**config.mk**
```make
export PLATFORM = sky130hd
export DESIGN_NAME = postfix_to_prefix_converter_top
export DESIGN_NICKNAME = d
export VERILOG_FILES = /design/src/sv/ptp_pkg.sv /design/src/sv/postfix_to_prefix_converter_top.sv
export SDC_FILE = /design/constraint.sdc
export NUM_CORES = 1
export LEC_CHECK = 0
export ABC_CLOCK_PERIOD_IN_PS = 3500
export BUFFER_PORTS_ARGS = -buffer_cell sky130_fd_sc_hd__buf_2
export CAP_MARGIN = 20
export CORE_MARGIN = 3
export CORE_UTILIZATION = 60
export DETAILED_ROUTE_END_ITERATION = 10
export MAX_ROUTING_LAYER = met4
export PLACE_DENSITY_LB_ADDON = 0.25
export SKIP_LAST_GASP = 1
export SYNTH_ARGS = -nofsm -noshare
export SYNTH_HDL_FRONTEND = slang
export SYNTH_SLANG_ARGS = --single-unit
```
**constraint.sdc**
```tcl
create_clock -name clk -period 3.5 [get_ports clk]
set_input_delay 0.35 -clock clk [delete_from_list [all_inputs] [get_ports clk]]
set_output_delay 0.35 -clock clk [all_outputs]
set_load 0.05 [all_outputs]
```
**src/sv/ptp_pkg.sv**
```systemverilog
// Package with the shared widths, defaults, character codes and error codes of the converter.
package ptp_pkg;

    localparam int CHAR_W = 8;
    localparam int LEN_W  = 6;
    localparam int ERR_W  = 3;

    localparam int STACK_DEPTH_DEF = 16;
    localparam int MAX_CHARS_DEF   = 32;

    localparam logic [CHAR_W-1:0] CHAR_PLUS  = 8'h2B;
    localparam logic [CHAR_W-1:0] CHAR_MINUS = 8'h2D;
    localparam logic [CHAR_W-1:0] CHAR_STAR  = 8'h2A;
    localparam logic [CHAR_W-1:0] CHAR_SLASH = 8'h2F;

    localparam logic [ERR_W-1:0] ERR_NONE      = 3'd0;
    localparam logic [ERR_W-1:0] ERR_UNDERFLOW = 3'd1;
    localparam logic [ERR_W-1:0] ERR_FULL      = 3'd2;
    localparam logic [ERR_W-1:0] ERR_TOO_LONG  = 3'd3;
    localparam logic [ERR_W-1:0] ERR_EMPTY     = 3'd4;

    function automatic logic is_operator(input logic [CHAR_W-1:0] c);
        is_operator = (c == CHAR_PLUS) || (c == CHAR_MINUS) ||
                      (c == CHAR_STAR) || (c == CHAR_SLASH);
    endfunction

endpackage

```
**src/sv/postfix_to_prefix_converter_top.sv**
```systemverilog
// Postfix-to-prefix converter built around a character memory and a length memory.
//
//  Channel  Direction  Handshake               Payload
//  in       request    in_valid / in_stall     symbol, end_of_expression
//  out      result     out_valid / out_stall   out_char, last_char, error_code
//
// An operand request is written in S_IDLE. An operator request passes S_OP_UP, S_OP_DN,
// S_MOVE once for each of U + D characters, and S_PUT, where U and D are the lengths of
// the two top stack entries: the character memory has one write port, so both entries
// move up one place at one character a cycle. The end of an expression passes S_END,
// S_END_LEN and S_EMIT per character, or S_END alone for an error; both wait on out_stall.
// Reset leaves the stack empty with no error latched; the memories need no clearing.
// A result waits in the output register under out_stall while the sequencer
// holds in_stall high until it can load the next result.
module postfix_to_prefix_converter_top #(
    parameter int STACK_DEPTH = ptp_pkg::STACK_DEPTH_DEF,
    parameter int MAX_CHARS   = ptp_pkg::MAX_CHARS_DEF
) (
    input  logic                        clk,
    input  logic                        rst_n,
    input  logic                        in_valid,
    output logic                        in_stall,
    input  logic [ptp_pkg::CHAR_W-1:0]  symbol,
    input  logic                        end_of_expression,
    output logic                        out_valid,
    input  logic                        out_stall,
    output logic [ptp_pkg::CHAR_W-1:0]  out_char,
    output logic                        last_char,
    output logic [ptp_pkg::ERR_W-1:0]   error_code
);
    import ptp_pkg::*;

    // Entry count and character count must be able to hold the full depth and the full character capacity.
    localparam int EC_W = $clog2(STACK_DEPTH + 1);
    localparam int CU_W = $clog2(MAX_CHARS + 1);
    localparam int LA_W = (STACK_DEPTH > 1) ? $clog2(STACK_DEPTH) : 1;
    localparam int CA_W = (MAX_CHARS > 1) ? $clog2(MAX_CHARS) : 1;

    typedef enum logic [7:0] {
        S_IDLE    = 8'b0000_0001,
        S_OP_UP   = 8'b0000_0010,
        S_OP_DN   = 8'b0000_0100,
        S_MOVE    = 8'b0000_1000,
        S_PUT     = 8'b0001_0000,
        S_END     = 8'b0010_0000,
        S_END_LEN = 8'b0100_0000,
        S_EMIT    = 8'b1000_0000
    } state_t;

    // Stack storage: characters packed bottom to top, and one length per entry.
    logic [CHAR_W-1:0] char_mem [MAX_CHARS];
    logic [LEN_W-1:0]  len_mem  [STACK_DEPTH];
    logic [CHAR_W-1:0] char_rdata_reg;
    logic [LEN_W-1:0]  len_rdata_reg;

    logic              char_wr_en, char_rd_en, len_wr_en, len_rd_en;
    logic [CA_W-1:0]   char_wr_addr, char_rd_addr;
    logic [CHAR_W-1:0] char_wr_data;
    logic [LA_W-1:0]   len_wr_addr, len_rd_addr;
    logic [LEN_W-1:0]  len_wr_data;

    state_t            state_reg, state_next;
    logic [EC_W-1:0]   count_reg, count_next;
    logic [CU_W-1:0]   chars_reg, chars_next;
    logic [ERR_W-1:0]  err_reg, err_next;
    logic [CHAR_W-1:0] op_reg, op_next;
    logic              last_reg, last_next;
    logic [LEN_W-1:0]  upper_reg, upper_next;
    logic [CA_W-1:0]   ptr_reg, ptr_next;
    logic [CU_W-1:0]   rem_reg, rem_next;

    logic              out_valid_reg, out_valid_next;
    logic [CHAR_W-1:0] out_char_reg, out_char_next;
    logic              last_char_reg, last_char_next;
    logic [ERR_W-1:0]  error_code_reg, error_code_next;

    logic              in_accept, out_free;
    logic [EC_W-1:0]   count_m1, count_m2;
    logic [CU_W-1:0]   move_total, emit_start;
    logic [LEN_W:0]    merged_len;
    logic [ERR_W-1:0]  end_err;

    assign in_stall   = (state_reg != S_IDLE);
    assign in_accept  = in_valid && (state_reg == S_IDLE);
    assign out_free   = !out_valid_reg || !out_stall;
    assign count_m1   = count_reg - EC_W'(1);
    assign count_m2   = count_reg - EC_W'(2);
    assign move_total = CU_W'(upper_reg) + CU_W'(len_rdata_reg);
    assign emit_start = chars_reg - CU_W'(len_rdata_reg);
    assign merged_len = {1'b0, upper_reg} + {1'b0, len_rdata_reg} + (LEN_W + 1)'(1);
    assign end_err    = ((err_reg == ERR_NONE) && (count_reg == '0)) ? ERR_EMPTY : err_reg;

    always_comb
    begin
        state_next      = state_reg;
        count_next      = count_reg;
        chars_next      = chars_reg;
        err_next        = err_reg;
        op_next         = op_reg;
        last_next       = last_reg;
        upper_next      = upper_reg;
        ptr_next        = ptr_reg;
        rem_next        = rem_reg;
        out_valid_next  = out_valid_reg && out_stall;
        out_char_next   = out_char_reg;
        last_char_next  = last_char_reg;
        error_code_next = error_code_reg;

        char_wr_en   = 1'b0;
        char_wr_addr = ptr_reg;
        char_wr_data = char_rdata_reg;
        char_rd_en   = 1'b0;
        char_rd_addr = ptr_reg;
        len_wr_en    = 1'b0;
        len_wr_addr  = count_reg[LA_W-1:0];
        len_wr_data  = LEN_W'(1);
        len_rd_en    = 1'b0;
        len_rd_addr  = count_m1[LA_W-1:0];

        unique case (state_reg)
            S_IDLE:
            begin
                if (in_accept)
                begin
                    last_next  = end_of_expression;
                    op_next    = symbol;
                    state_next = end_of_expression ? S_END : S_IDLE;
                    if (err_reg == ERR_NONE)
                    begin
                        if (is_operator(symbol))
                        begin
                            if (count_reg < EC_W'(2))
                                err_next = ERR_UNDERFLOW;
                            else if (chars_reg >= CU_W'(MAX_CHARS))
                                err_next = ERR_TOO_LONG;
                            else
                            begin
                                len_rd_en  = 1'b1;
                                state_next = S_OP_UP;
                            end
                        end
                        else
                        begin
                            if (count_reg >= EC_W'(STACK_DEPTH))
                                err_next = ERR_FULL;
                            else if (chars_reg >= CU_W'(MAX_CHARS))
                                err_next = ERR_TOO_LONG;
                            else
                            begin
                                char_wr_en   = 1'b1;
                                char_wr_addr = chars_reg[CA_W-1:0];
                                char_wr_data = symbol;
                                len_wr_en    = 1'b1;
                                chars_next   = chars_reg + CU_W'(1);
                                count_next   = count_reg + EC_W'(1);
                            end
                        end
                    end
                end
            end
            S_OP_UP:
            begin
                upper_next  = len_rdata_reg;
                len_rd_en   = 1'b1;
                len_rd_addr = count_m2[LA_W-1:0];
                state_next  = S_OP_DN;
            end
            S_OP_DN:
            begin
                // Both entries move up one place, top character first.
                rem_next     = move_total;
                ptr_next     = chars_reg[CA_W-1:0];
                char_rd_en   = 1'b1;
                char_rd_addr = chars_reg[CA_W-1:0] - CA_W'(1);
                len_wr_data  = merged_len[LEN_W-1:0];
                upper_next   = merged_len[LEN_W-1:0];
                state_next   = S_MOVE;
            end
            S_MOVE:
            begin
                char_wr_en = 1'b1;
                ptr_next   = ptr_reg - CA_W'(1);
                rem_next   = rem_reg - CU_W'(1);
                if (rem_reg > CU_W'(1))
                begin
                    char_rd_en   = 1'b1;
                    char_rd_addr = ptr_reg - CA_W'(2);
                end
                else
                    state_next = S_PUT;
            end
            S_PUT:
            begin
                char_wr_en   = 1'b1;
                char_wr_data = op_reg;
                len_wr_en    = 1'b1;
                len_wr_addr  = count_m2[LA_W-1:0];
                len_wr_data  = upper_reg;
                chars_next   = chars_reg + CU_W'(1);
                count_next   = count_m1;
                state_next   = last_reg ? S_END : S_IDLE;
            end
            S_END:
            begin
                if (end_err != ERR_NONE)
                begin
                    if (out_free)
                    begin
                        out_valid_next  = 1'b1;
                        out_char_next   = '0;
                        last_char_next  = 1'b1;
                        error_code_next = end_err;
                        count_next      = '0;
                        chars_next      = '0;
                        err_next        = ERR_NONE;
                        state_next      = S_IDLE;
                    end
                end
                else
                begin
                    len_rd_en  = 1'b1;
                    state_next = S_END_LEN;
                end
            end
            S_END_LEN:
            begin
                if (len_rdata_reg == '0)
                begin
                    count_next = '0;
                    chars_next = '0;
                    state_next = S_IDLE;
                end
                else
                begin
                    rem_next     = CU_W'(len_rdata_reg);
                    ptr_next     = emit_start[CA_W-1:0];
                    char_rd_en   = 1'b1;
                    char_rd_addr = emit_start[CA_W-1:0];
                    state_next   = S_EMIT;
                end
            end
            S_EMIT:
            begin
                if (out_free)
                begin
                    out_valid_next  = 1'b1;
                    out_char_next   = char_rdata_reg;
                    last_char_next  = (rem_reg == CU_W'(1));
                    error_code_next = ERR_NONE;
                    rem_next        = rem_reg - CU_W'(1);
                    if (rem_reg == CU_W'(1))
                    begin
                        count_next = '0;
                        chars_next = '0;
                        state_next = S_IDLE;
                    end
                    else
                    begin
                        ptr_next     = ptr_reg + CA_W'(1);
                        char_rd_en   = 1'b1;
                        char_rd_addr = ptr_reg + CA_W'(1);
                    end
                end
            end
            default:
            begin
                state_next = S_IDLE;
            end
        endcase
    end

    // Synchronous memories with registered read data.
    always_ff @(posedge clk)
    begin
        if (char_wr_en)
            char_mem[char_wr_addr] <= char_wr_data;
        if (char_rd_en)
            char_rdata_reg <= char_mem[char_rd_addr];
        if (len_wr_en)
            len_mem[len_wr_addr] <= len_wr_data;
        if (len_rd_en)
            len_rdata_reg <= len_mem[len_rd_addr];
    end

    always_ff @(posedge clk or negedge rst_n)
    begin
        if (!rst_n)
        begin
            state_reg     <= S_IDLE;
            count_reg     <= '0;
            chars_reg     <= '0;
            err_reg       <= ERR_NONE;
            out_valid_reg <= 1'b0;
        end
        else
        begin
            state_reg     <= state_next;
            count_reg     <= count_next;
            chars_reg     <= chars_next;
            err_reg       <= err_next;
            out_valid_reg <= out_valid_next;
        end
    end

    always_ff @(posedge clk)
    begin
        op_reg         <= op_next;
        last_reg       <= last_next;
        upper_reg      <= upper_next;
        ptr_reg        <= ptr_next;
        rem_reg        <= rem_next;
        out_char_reg   <= out_char_next;
        last_char_reg  <= last_char_next;
        error_code_reg <= error_code_next;
    end

    assign out_valid  = out_valid_reg;
    assign out_char   = out_char_reg;
    assign last_char  = last_char_reg;
    assign error_code = error_code_reg;

endmodule
```
==> impl_metrics.yaml, run 1 <==
clock_tree:
  clk_pin_slew_ps: 60
  cts_num_sinks: 427
  clk_path_buf_depth: 3
  cts_tree: "built"
  clock_latency_ps: 550
  cts_buffers: 44
  cts-root-buf: "clkbuf_16"
  htreeDepth: 2
timing:
  setup_viol: 0
  setup_ws_ps: 60.1
  slew_violations: 0
  maxSlewHeadroom: 0.359
  setup-tns-final_ps: 0
  max_freq_mhz: 291
  fin_skew_ps: 17.3
  rsz0062_at_grt: "true"
  finalHoldViolCount: 0
  tightest_slew_ps: 956
  period_needed_ps: 3440
  finalCritPeriodShare: 0.983
logic_synthesis:
  yosys_warnings: 0
  synthTopCellsByArea: "edfxtp_1, mux2i_1, mux2_2"
  synth_flop_cell: "edfxtp_1"
  synth_top_area_frac: 0.627
  avgSynthCellArea_sq_um: 15.0
  synth_cell_type_count: 75
  synth_area_sq_um: 19400
  synth.most_common_cell: "edfxtp_1"
  synth_top_area_cell: "edfxtp_1"
  async_flop_share: 0.0539
  syn_nets: 1328
  ys_seq_area_frac: 0.656
  ys_top_cells_by_count: "edfxtp_1, mux2i_1, nor2_1"
  ys_ff_latch: 427
  synth_cells: 1287
  synth-edff-count: 404
setup_path:
  r2r_setup_slack_ps: 60
  worstPathRequired_ps: 3910
  crit_path_end_kind: "flip-flop"
  cp_max_fo: 37
  worst-setup-path-type: "flip-flop to flip-flop"
  worstRegToRegCells: 10
  worstReg2RegStart: "len_rdata_reg[0]"
  r2r-end: "char_rdata_reg[6]"
  critPathLaunchType: "flip-flop"
  arrival_ps: 3850
  cp-startpoint: "len_rdata_reg[0]"
floorplan:
  die_y_um: 186
  io_pins: 27
  num_rows: 65
  die_area_sq_um: 34500
  start_util: 0.610
  die_w_um: 186
  coreArea_sq_um: 31700
finish:
  layout.nets: 1461
  regArea_sq_um: 12700
  fill_cells: 2137
  largest_reg_flops: 256
  reg.largest.list: "char_mem: 256 flops, len_mem: 96 flops"
  synthToLayoutAreaGrowth_pct: 14.5
  multi_input_area_sq_um: 6200
  regMostFlops: "char_mem"
  fin_util: 0.699
  drive_above_1_share: 0.228
  diodes: 0
place:
  pre_cts_ws_ps: 32.0
  gp_congestion: 0.993
  post-dp-hpwl_mm: 30.2
  port_buffers: 26
route:
  drtAntennaViolNets: 0
  wl_per_cell_um: 23.9
  routed-via-count: 11500
  drtIter0Drc: 1195
  routed_via_density: 6.17
  remaining_drc_errors: 0
  routed_wl_mm: 44.4
  dr.pass1.iters: 5
global_routing:
  grt_pass1_wl_mm: 68.2
  grt_max_degree: 38
  grt_remaining_overflow: 0
  antenna_found_initial: 0
  grt_pass1_vias: 11500
  track_usage: 0.272
power:
  total_power_mw: 11.7
  p_leak_nw: 8.26
  power_density_nw_per_um2: 529
  ir_drop_mv: 0.498
worst_hold_path:
  holdCritPathClass: "input port to flip-flop"
  holdPathStages: 1
  hold_start: "end_of_expression"
  hold_path_end: "last_reg"
status:
  status: "complete, no violations"
job:
  maxCapViolCount: 0
## cell type report
cell class	count	share of cell area
repair buffers	143	0.0555
multi-input cells	771	0.280
flip-flops and latches	427	0.573
inverters	33	0.00559
clock buffers	53	0.0512
clock inverters	28	0.0120
well taps	402	0.0227
## cell usage in the layout (no fill, tap or decap), types with 10 or more instances in the layout
cell type    n
buf_4       99
a21o_1      13
dfrtp_1     22
a21oi_1     38
buf_2       26
and2_1      14
a22oi_1     42
inv_1       33
buf_12      16
o21ai_0     29
clkbuf_16   44
nor2_1     100
clkinv_1    10
nand2_1     75
mux2_2      74
ha_1        25
xnor2_1     17
mux4_2      24
edfxtp_1   404
mux2i_1    142
nand3_1     13
xor2_1      13
and3_1      12
## metrics by stage
step	hold WS [ps]	instances	instance area, sq um
after floorplan	54.4	1287	19400
after global placement	368	1771	20700
after detailed placement	367	1771	20700
after CTS	6.02	1853	22100
after global routing	14.8	1857	22200
final	26.4	1857	22200
## critical path: stages, from the launching register on
cell and delay [ps]:
edfxtp_1 380, or4_1 590, or3_1 420, o32ai_2 350, nor3_4 90, buf_12 200
buf_16 230, mux2i_1 150, mux2_2 300, a22oi_1 310, and4_1 250
## where the power goes
part / internal (mW) / switching [mW] / total (mW)
Sequential: 5.61 / 0.0754 / 5.69
Clock: 2.62 / 1.89 / 4.51
Combinational: 0.651 / 0.872 / 1.52
## logic make-up (layout without fill, tap and decap cells)
| kind of cell | Yosys count | count (layout) | synth area share |
|---|---|---|---|
| AO/OA/AOI/OAI | 183 | 183 | 0.0633 |
| XOR/XNOR | 31 | 31 | 0.0140 |
| adder cells (fa/ha/maj) | 28 | 28 | 0.0193 |
| buffers and inverters | 89 | 257 | 0.0269 |
| flip-flops | 427 | 427 | 0.656 |
| multiplexers | 241 | 241 | 0.145 |
| AND/OR/NAND/NOR | 288 | 288 | 0.0750 |
## repair_timing
item / 4_1_cts / 5_1_grt
buffers inserted: 0 / 4
gates resized for setup: 0 / 7
endpoints found under the hold margin: 22 / 0
hold buffers: 1 / 0
setup endpoints to repair: 0 / 62
## worst max path at each step
stage,end,slack [ps],depth (start not counted)
final,char_rdata_reg[6],60,10
after global routing,char_mem[26][4],-70,9
after CTS,char_rdata_reg[6],20,10
after detailed placement,char_rdata_reg[6],30,10
after global placement,char_rdata_reg[3],60,10
after floorplan,char_rdata_reg[6],430,9
## metal layers
| layer | wire length [um] | GRT usage | share of wire | vias up |
|---|---|---|---|---|
| met2 | 22100 | 0.454 | 0.50 | 429 |
| li1 | - | - | - | 5232 |
| met5 | 0 | - | 0 | - |
| met4 | 2010 | 0.0971 | 0.045 | 0 |
| met3 | 2440 | 0.0363 | 0.055 | 117 |
| met1 | 17900 | 0.346 | 0.40 | 5686 |
No activity file was read; power rests on OpenSTA's default activity.
==> run 2, diff against run 1 <==
==> constraint.sdc (replaced) <==
create_clock -name clk -period 3.5 [get_ports clk]
set_input_delay 0.175 -clock clk [delete_from_list [all_inputs] [get_ports clk]]
set_output_delay 0.175 -clock clk [all_outputs]
set_load 0.05 [all_outputs]
==> impl_metrics.yaml, run 2 (synthesis results as in run 1) <==
finish:
  fin_util: 0.702
  layout.nets: 1467
  largest_reg_flops: 256
  drive_above_1_share: 0.227
  final_cell_mix: "edfxtp_1, mux2i_1, nor2_1, buf_4, nand2_1"
  fin_cells: 1862
  regMostFlops: "char_mem"
  diodes: 0
  reg.largest.list: "char_mem: 256 flops, len_mem: 96 flops"
  synthToLayoutAreaGrowth_pct: 14.9
  layout_commonest_cell: "edfxtp_1"
clock_tree:
  clock_latency_ps: 550
  htreeDepth: 2
  cts_tree: "built"
  cts-root-buf: "clkbuf_16"
  cts_buffers: 44
  cts_num_sinks: 427
  clk_pin_slew_ps: 60
  clk_path_buf_depth: 3
timing:
  period_needed_ps: 3410
  finalHoldViolCount: 0
  tightest_slew_ps: 994
  setup-tns-final_ps: 0
  setup_ws_ps: 93.9
  slew_violations: 0
  fin_skew_ps: 16.1
  whs_ps: 30.1
  maxSlewHeadroom: 0.334
  max_freq_mhz: 294
  rsz0062_at_grt: "true"
  setup_viol: 0
  finalCritPeriodShare: 0.973
setup_path:
  worstRegToRegCells: 11
  r2r-end: "char_rdata_reg[3]"
  cp_max_fo: 37
  arrival_ps: 3710
  r2r_setup_slack_ps: 90
  worst-setup-path-type: "flip-flop to flip-flop"
  path_buf_inv: 3
  worstPathRequired_ps: 3800
  crit_path_end_kind: "flip-flop"
  worstPathCellList: "ha_1, buf_4, a21oi_1, o32ai_2, nor3_4, buf_12, buf_12, mux2i_1, mux2_2, a22oi_1, and4_1"
  worstReg2RegStart: "rem_reg[0]"
  cpMostUsedCell: "buf_12"
  cpMaxStageDelayCell: "edfxtp_1"
  cpPeakStageDelay_ps: 450
  critPathTopFamily: "compound AO/OA/AOI/OAI gates"
  critPathLaunchType: "flip-flop"
place:
  port_buffers: 26
  pre_cts_ws_ps: 32.9
  post-dp-hpwl_mm: 30.3
  gp_congestion: 0.979
  dpl.cell_count: 1770
worst_hold_path:
  hold_path_end: "out_valid"
  holdPathStages: 3
  holdCritPathClass: "input port to flip-flop"
  hold_start: "out_stall"
global_routing:
  grt_pass1_wl_mm: 68.7
  track_usage: 0.274
  grt_pass1_vias: 11500
  grt_remaining_overflow: 0
  antenna_found_initial: 0
  grt_max_degree: 38
route:
  dr.pass1.iters: 5
  drtAntennaViolNets: 0
  drtIter0Drc: 1172
  routed-via-count: 11600
  routed_via_density: 6.22
  routed_wl_mm: 45.0
  remaining_drc_errors: 0
  wl_per_cell_um: 24.2
floorplan:
  die_w_um: 186
  die_area_sq_um: 34500
  start_util: 0.610
  die_y_um: 186
  coreArea_sq_um: 31700
  io_pins: 27
  num_rows: 65
job:
  maxCapViolCount: 0
status:
  status: "complete, no violations"
power:
  power_density_nw_per_um2: 540
  p_leak_nw: 8.30
  ir_drop_mv: 0.640
-- run 2: power breakdown --
group	leakage (nW)	switching (mW)	internal, mW	total, mW
Combinational	3.49	0.882	0.650	1.53
Sequential	4.08	0.0753	5.61	5.69
Clock	0.730	1.95	2.84	4.79
Total	8.30	2.91	9.11	12.0
-- run 2: cell type report --
| cell class | count | area, sq um |
|---|---|---|
| Multi-Input combinational cell | 771 | 6200 |
| Timing Repair Buffer | 149 | 1240 |
| Tap cell | 402 | 503 |
| Clock inverter | 30 | 358 |
| Inverter | 33 | 124 |
| Fill cell | 2051 | 9460 |
| Clock buffer | 50 | 1120 |
| Sequential cell | 427 | 12700 |
-- run 2: per-stage QoR --
stage,power [mW],area [sq um]
3_5_place_dp,7.31,20700
3_3_place_gp,7.28,20700
4_1_cts,12.1,22200
6_report,12.0,22300
5_1_grt,12.4,22300
2_1_floorplan,6.84,19400
-- run 2: how the worst max path moves through the flow --
stage,from,endpoint,depth (start not counted)
global route,state_reg[2],char_mem[25][0],9
finish,rem_reg[0],char_rdata_reg[3],11
global placement,rem_reg[2],char_rdata_reg[3],10
floorplan,len_rdata_reg[0],char_rdata_reg[6],9
detailed placement,rem_reg[3],char_rdata_reg[3],10
CTS,rem_reg[3],char_rdata_reg[3],10
-- run 2: repair_timing --
action,in CTS,in global routing
setup buffers,0,1
endpoints found under the setup margin,0,60
endpoints found under the hold margin,33,0
resized for setup,0,4
hold buffers,11,0
-- run 2: tightest hold or removal path, delay by kind of cell --
family | cells | cell delay (ps)
AND/OR/NAND/NOR | 2 | 280
buffers and inverters | 1 | 80
-- run 2: per-layer routing --
layer	routed length, um	vias up	global-route usage
met2	22000	456	0.439
met1	18500	5801	0.358
met5	0	-	-
met3	2630	97	0.0395
li1	-	5224	-
met4	1910	0	0.110
==> run 3, diff against run 2 <==
--- a/config.mk
+++ b/config.mk
@@ -8,6 +8,7 @@
 export ABC_CLOCK_PERIOD_IN_PS = 3500
 export BUFFER_PORTS_ARGS = -buffer_cell sky130_fd_sc_hd__buf_2
 export CAP_MARGIN = 20
+export CORE_ASPECT_RATIO = 0.7
 export CORE_MARGIN = 3
 export CORE_UTILIZATION = 60
 export DETAILED_ROUTE_END_ITERATION = 10
==> impl_metrics.yaml, run 3 (synthesis results as in run 1) <==
timing:
  max_freq_mhz: 287
  fin_skew_ps: 21.1
  finalCritPeriodShare: 0.996
  slew_violations: 0
  setup-tns-final_ps: 0
  whs_ps: 184
  maxSlewHeadroom: 0.421
  tightest_slew_ps: 866
  rsz0062_at_grt: "true"
  setup_viol: 0
  finalHoldViolCount: 0
  period_needed_ps: 3490
route:
  dr.pass1.iters: 7
  drtIter0Drc: 1551
  wl_met1_mm: 20.3
  routed_via_density: 6.19
  remaining_drc_errors: 0
  drtAntennaViolNets: 0
  route.met2.wl_mm: 20.1
  routed-via-count: 11800
  routed_wl_mm: 46.8
  wl_per_cell_um: 24.6
  top_layer_used: "met4"
  route.met3.wl_mm: 5.36
floorplan:
  coreArea_sq_um: 31500
  die_area_sq_um: 34500
  num_rows: 54
  die_w_um: 221
  start_util: 0.615
  die_y_um: 156
  io_pins: 27
setup_path:
  worst-setup-path-type: "flip-flop to flip-flop"
  cp-startpoint: "len_rdata_reg[1]"
  critPathTopFamily: "simple AND/OR/NAND/NOR gates"
  worstReg2RegStart: "len_rdata_reg[1]"
  cp_max_fo: 9
  cpPeakStageDelay_ps: 560
  crit_path_end_kind: "flip-flop"
  worstRegToRegCells: 11
  arrival_ps: 3900
  worstPathRequired_ps: 3910
  cpMaxStageDelayCell: "or4_4"
  critPathLaunchType: "flip-flop"
  worstPathCellList: "or4_4, nor3_4, mux2i_1, o22ai_2, a211oi_4, buf_4, buf_6, clkbuf_16, mux2_2, a22oi_2, and4_1"
  r2r_setup_slack_ps: 10
  path_buf_inv: 3
  r2r-end: "char_rdata_reg[5]"
clock_tree:
  cts_tree: "built"
  cts_buffers: 41
  htreeDepth: 2
  clk_path_buf_depth: 3
  clock_latency_ps: 550
  clk_pin_slew_ps: 60
  cts-root-buf: "clkbuf_16"
  cts_num_sinks: 427
finish:
  fill_cells: 2087
  final_cell_mix: "edfxtp_1, mux2i_1, buf_4, nor2_1, nand2_1"
  reg.largest.list: "char_mem: 256 flops, len_mem: 96 flops"
  synthToLayoutAreaGrowth_pct: 15.4
  largest_reg_flops: 256
  layout.nets: 1494
  regMostFlops: "char_mem"
  fin_cells: 1903
  layout_commonest_cell: "edfxtp_1"
  fin_util: 0.710
  drive_above_1_share: 0.244
global_routing:
  grt_remaining_overflow: 0
  grt_pass1_vias: 11300
  antenna_found_initial: 2
  track_usage: 0.280
  grt_max_degree: 40
  grt_pass1_wl_mm: 69.1
power:
  p_leak_nw: 8.30
  power_density_nw_per_um2: 510
  ir_drop_mv: 0.402
place:
  post-dp-hpwl_mm: 31.3
  port_buffers: 26
  gp_congestion: 0.887
  dpl.cell_count: 1807
status:
  status: "complete, no violations"
worst_hold_path:
  holdCritPathClass: "input port to async pin"
job:
  maxCapViolCount: 0
==> run 3: changes by cell type in the layout (fill, tap and decap cells not counted), sizes merged <==
cell and delta:
buf +27, bufinv -5, clkinv -5, clkbuf +4
diode +1, dlygate4sd3 +1
==> run 3: how the worst max path moves through the flow <==
stage	cells after the start	endpoint	slack, ps
floorplan	9	char_rdata_reg[6]	430
finish	11	char_rdata_reg[5]	10
CTS	10	char_rdata_reg[3]	5
detailed placement	10	char_rdata_reg[0]	-10
global route	9	char_mem[29][0]	-150
global placement	10	char_rdata_reg[0]	-30
==> run 3: final cells by class <==
type                            instances  area [sq um]  area share
Multi-Input combinational cell        771          6290       0.281
Antenna cell                            1          2.50    0.000112
Inverter                               33           124     0.00554
Clock inverter                         20           148     0.00661
Timing Repair Buffer                  179          1490      0.0666
Sequential cell                       427         12700       0.569
Tap cell                              420           526      0.0235
Clock buffer                           52          1070      0.0477
==> run 3: where the power goes <==
| group | leakage [nW] | internal [mW] | total [mW] | switching [mW] |
|---|---|---|---|---|
| sequential | 4.06 | 5.62 | 5.71 | 0.0873 |
| combinational | 3.65 | 0.682 | 1.60 | 0.922 |
| clock | 0.591 | 2.30 | 4.09 | 1.79 |
==> run 3: metal layers <==
metal / track usage / vias to the layer above
met5: - / -
met1: 0.421 / 5814
met2: 0.389 / 612
met4: 0.0648 / 0
li1: - / 5275
met3: 0.0710 / 88
==> run 3: through the flow <==
step	setup WS (ps)	total power [mW]	cell area, sq um
finish	13.5	11.4	22400
floorplan	430	6.84	19400
detailed placement	-13.1	7.37	20800
global placement	-28.5	7.34	20800
CTS	4.83	11.4	22100
global route	-150	11.8	22400
==> run 3: timing repair <==
item	in CTS	in global routing
setup endpoints to repair	2	47
pin swaps	0	7
hold buffers	12	0
setup buffers	0	8
gates resized for setup	4	23
cloned	0	3
endpoints found under the hold margin	34	0
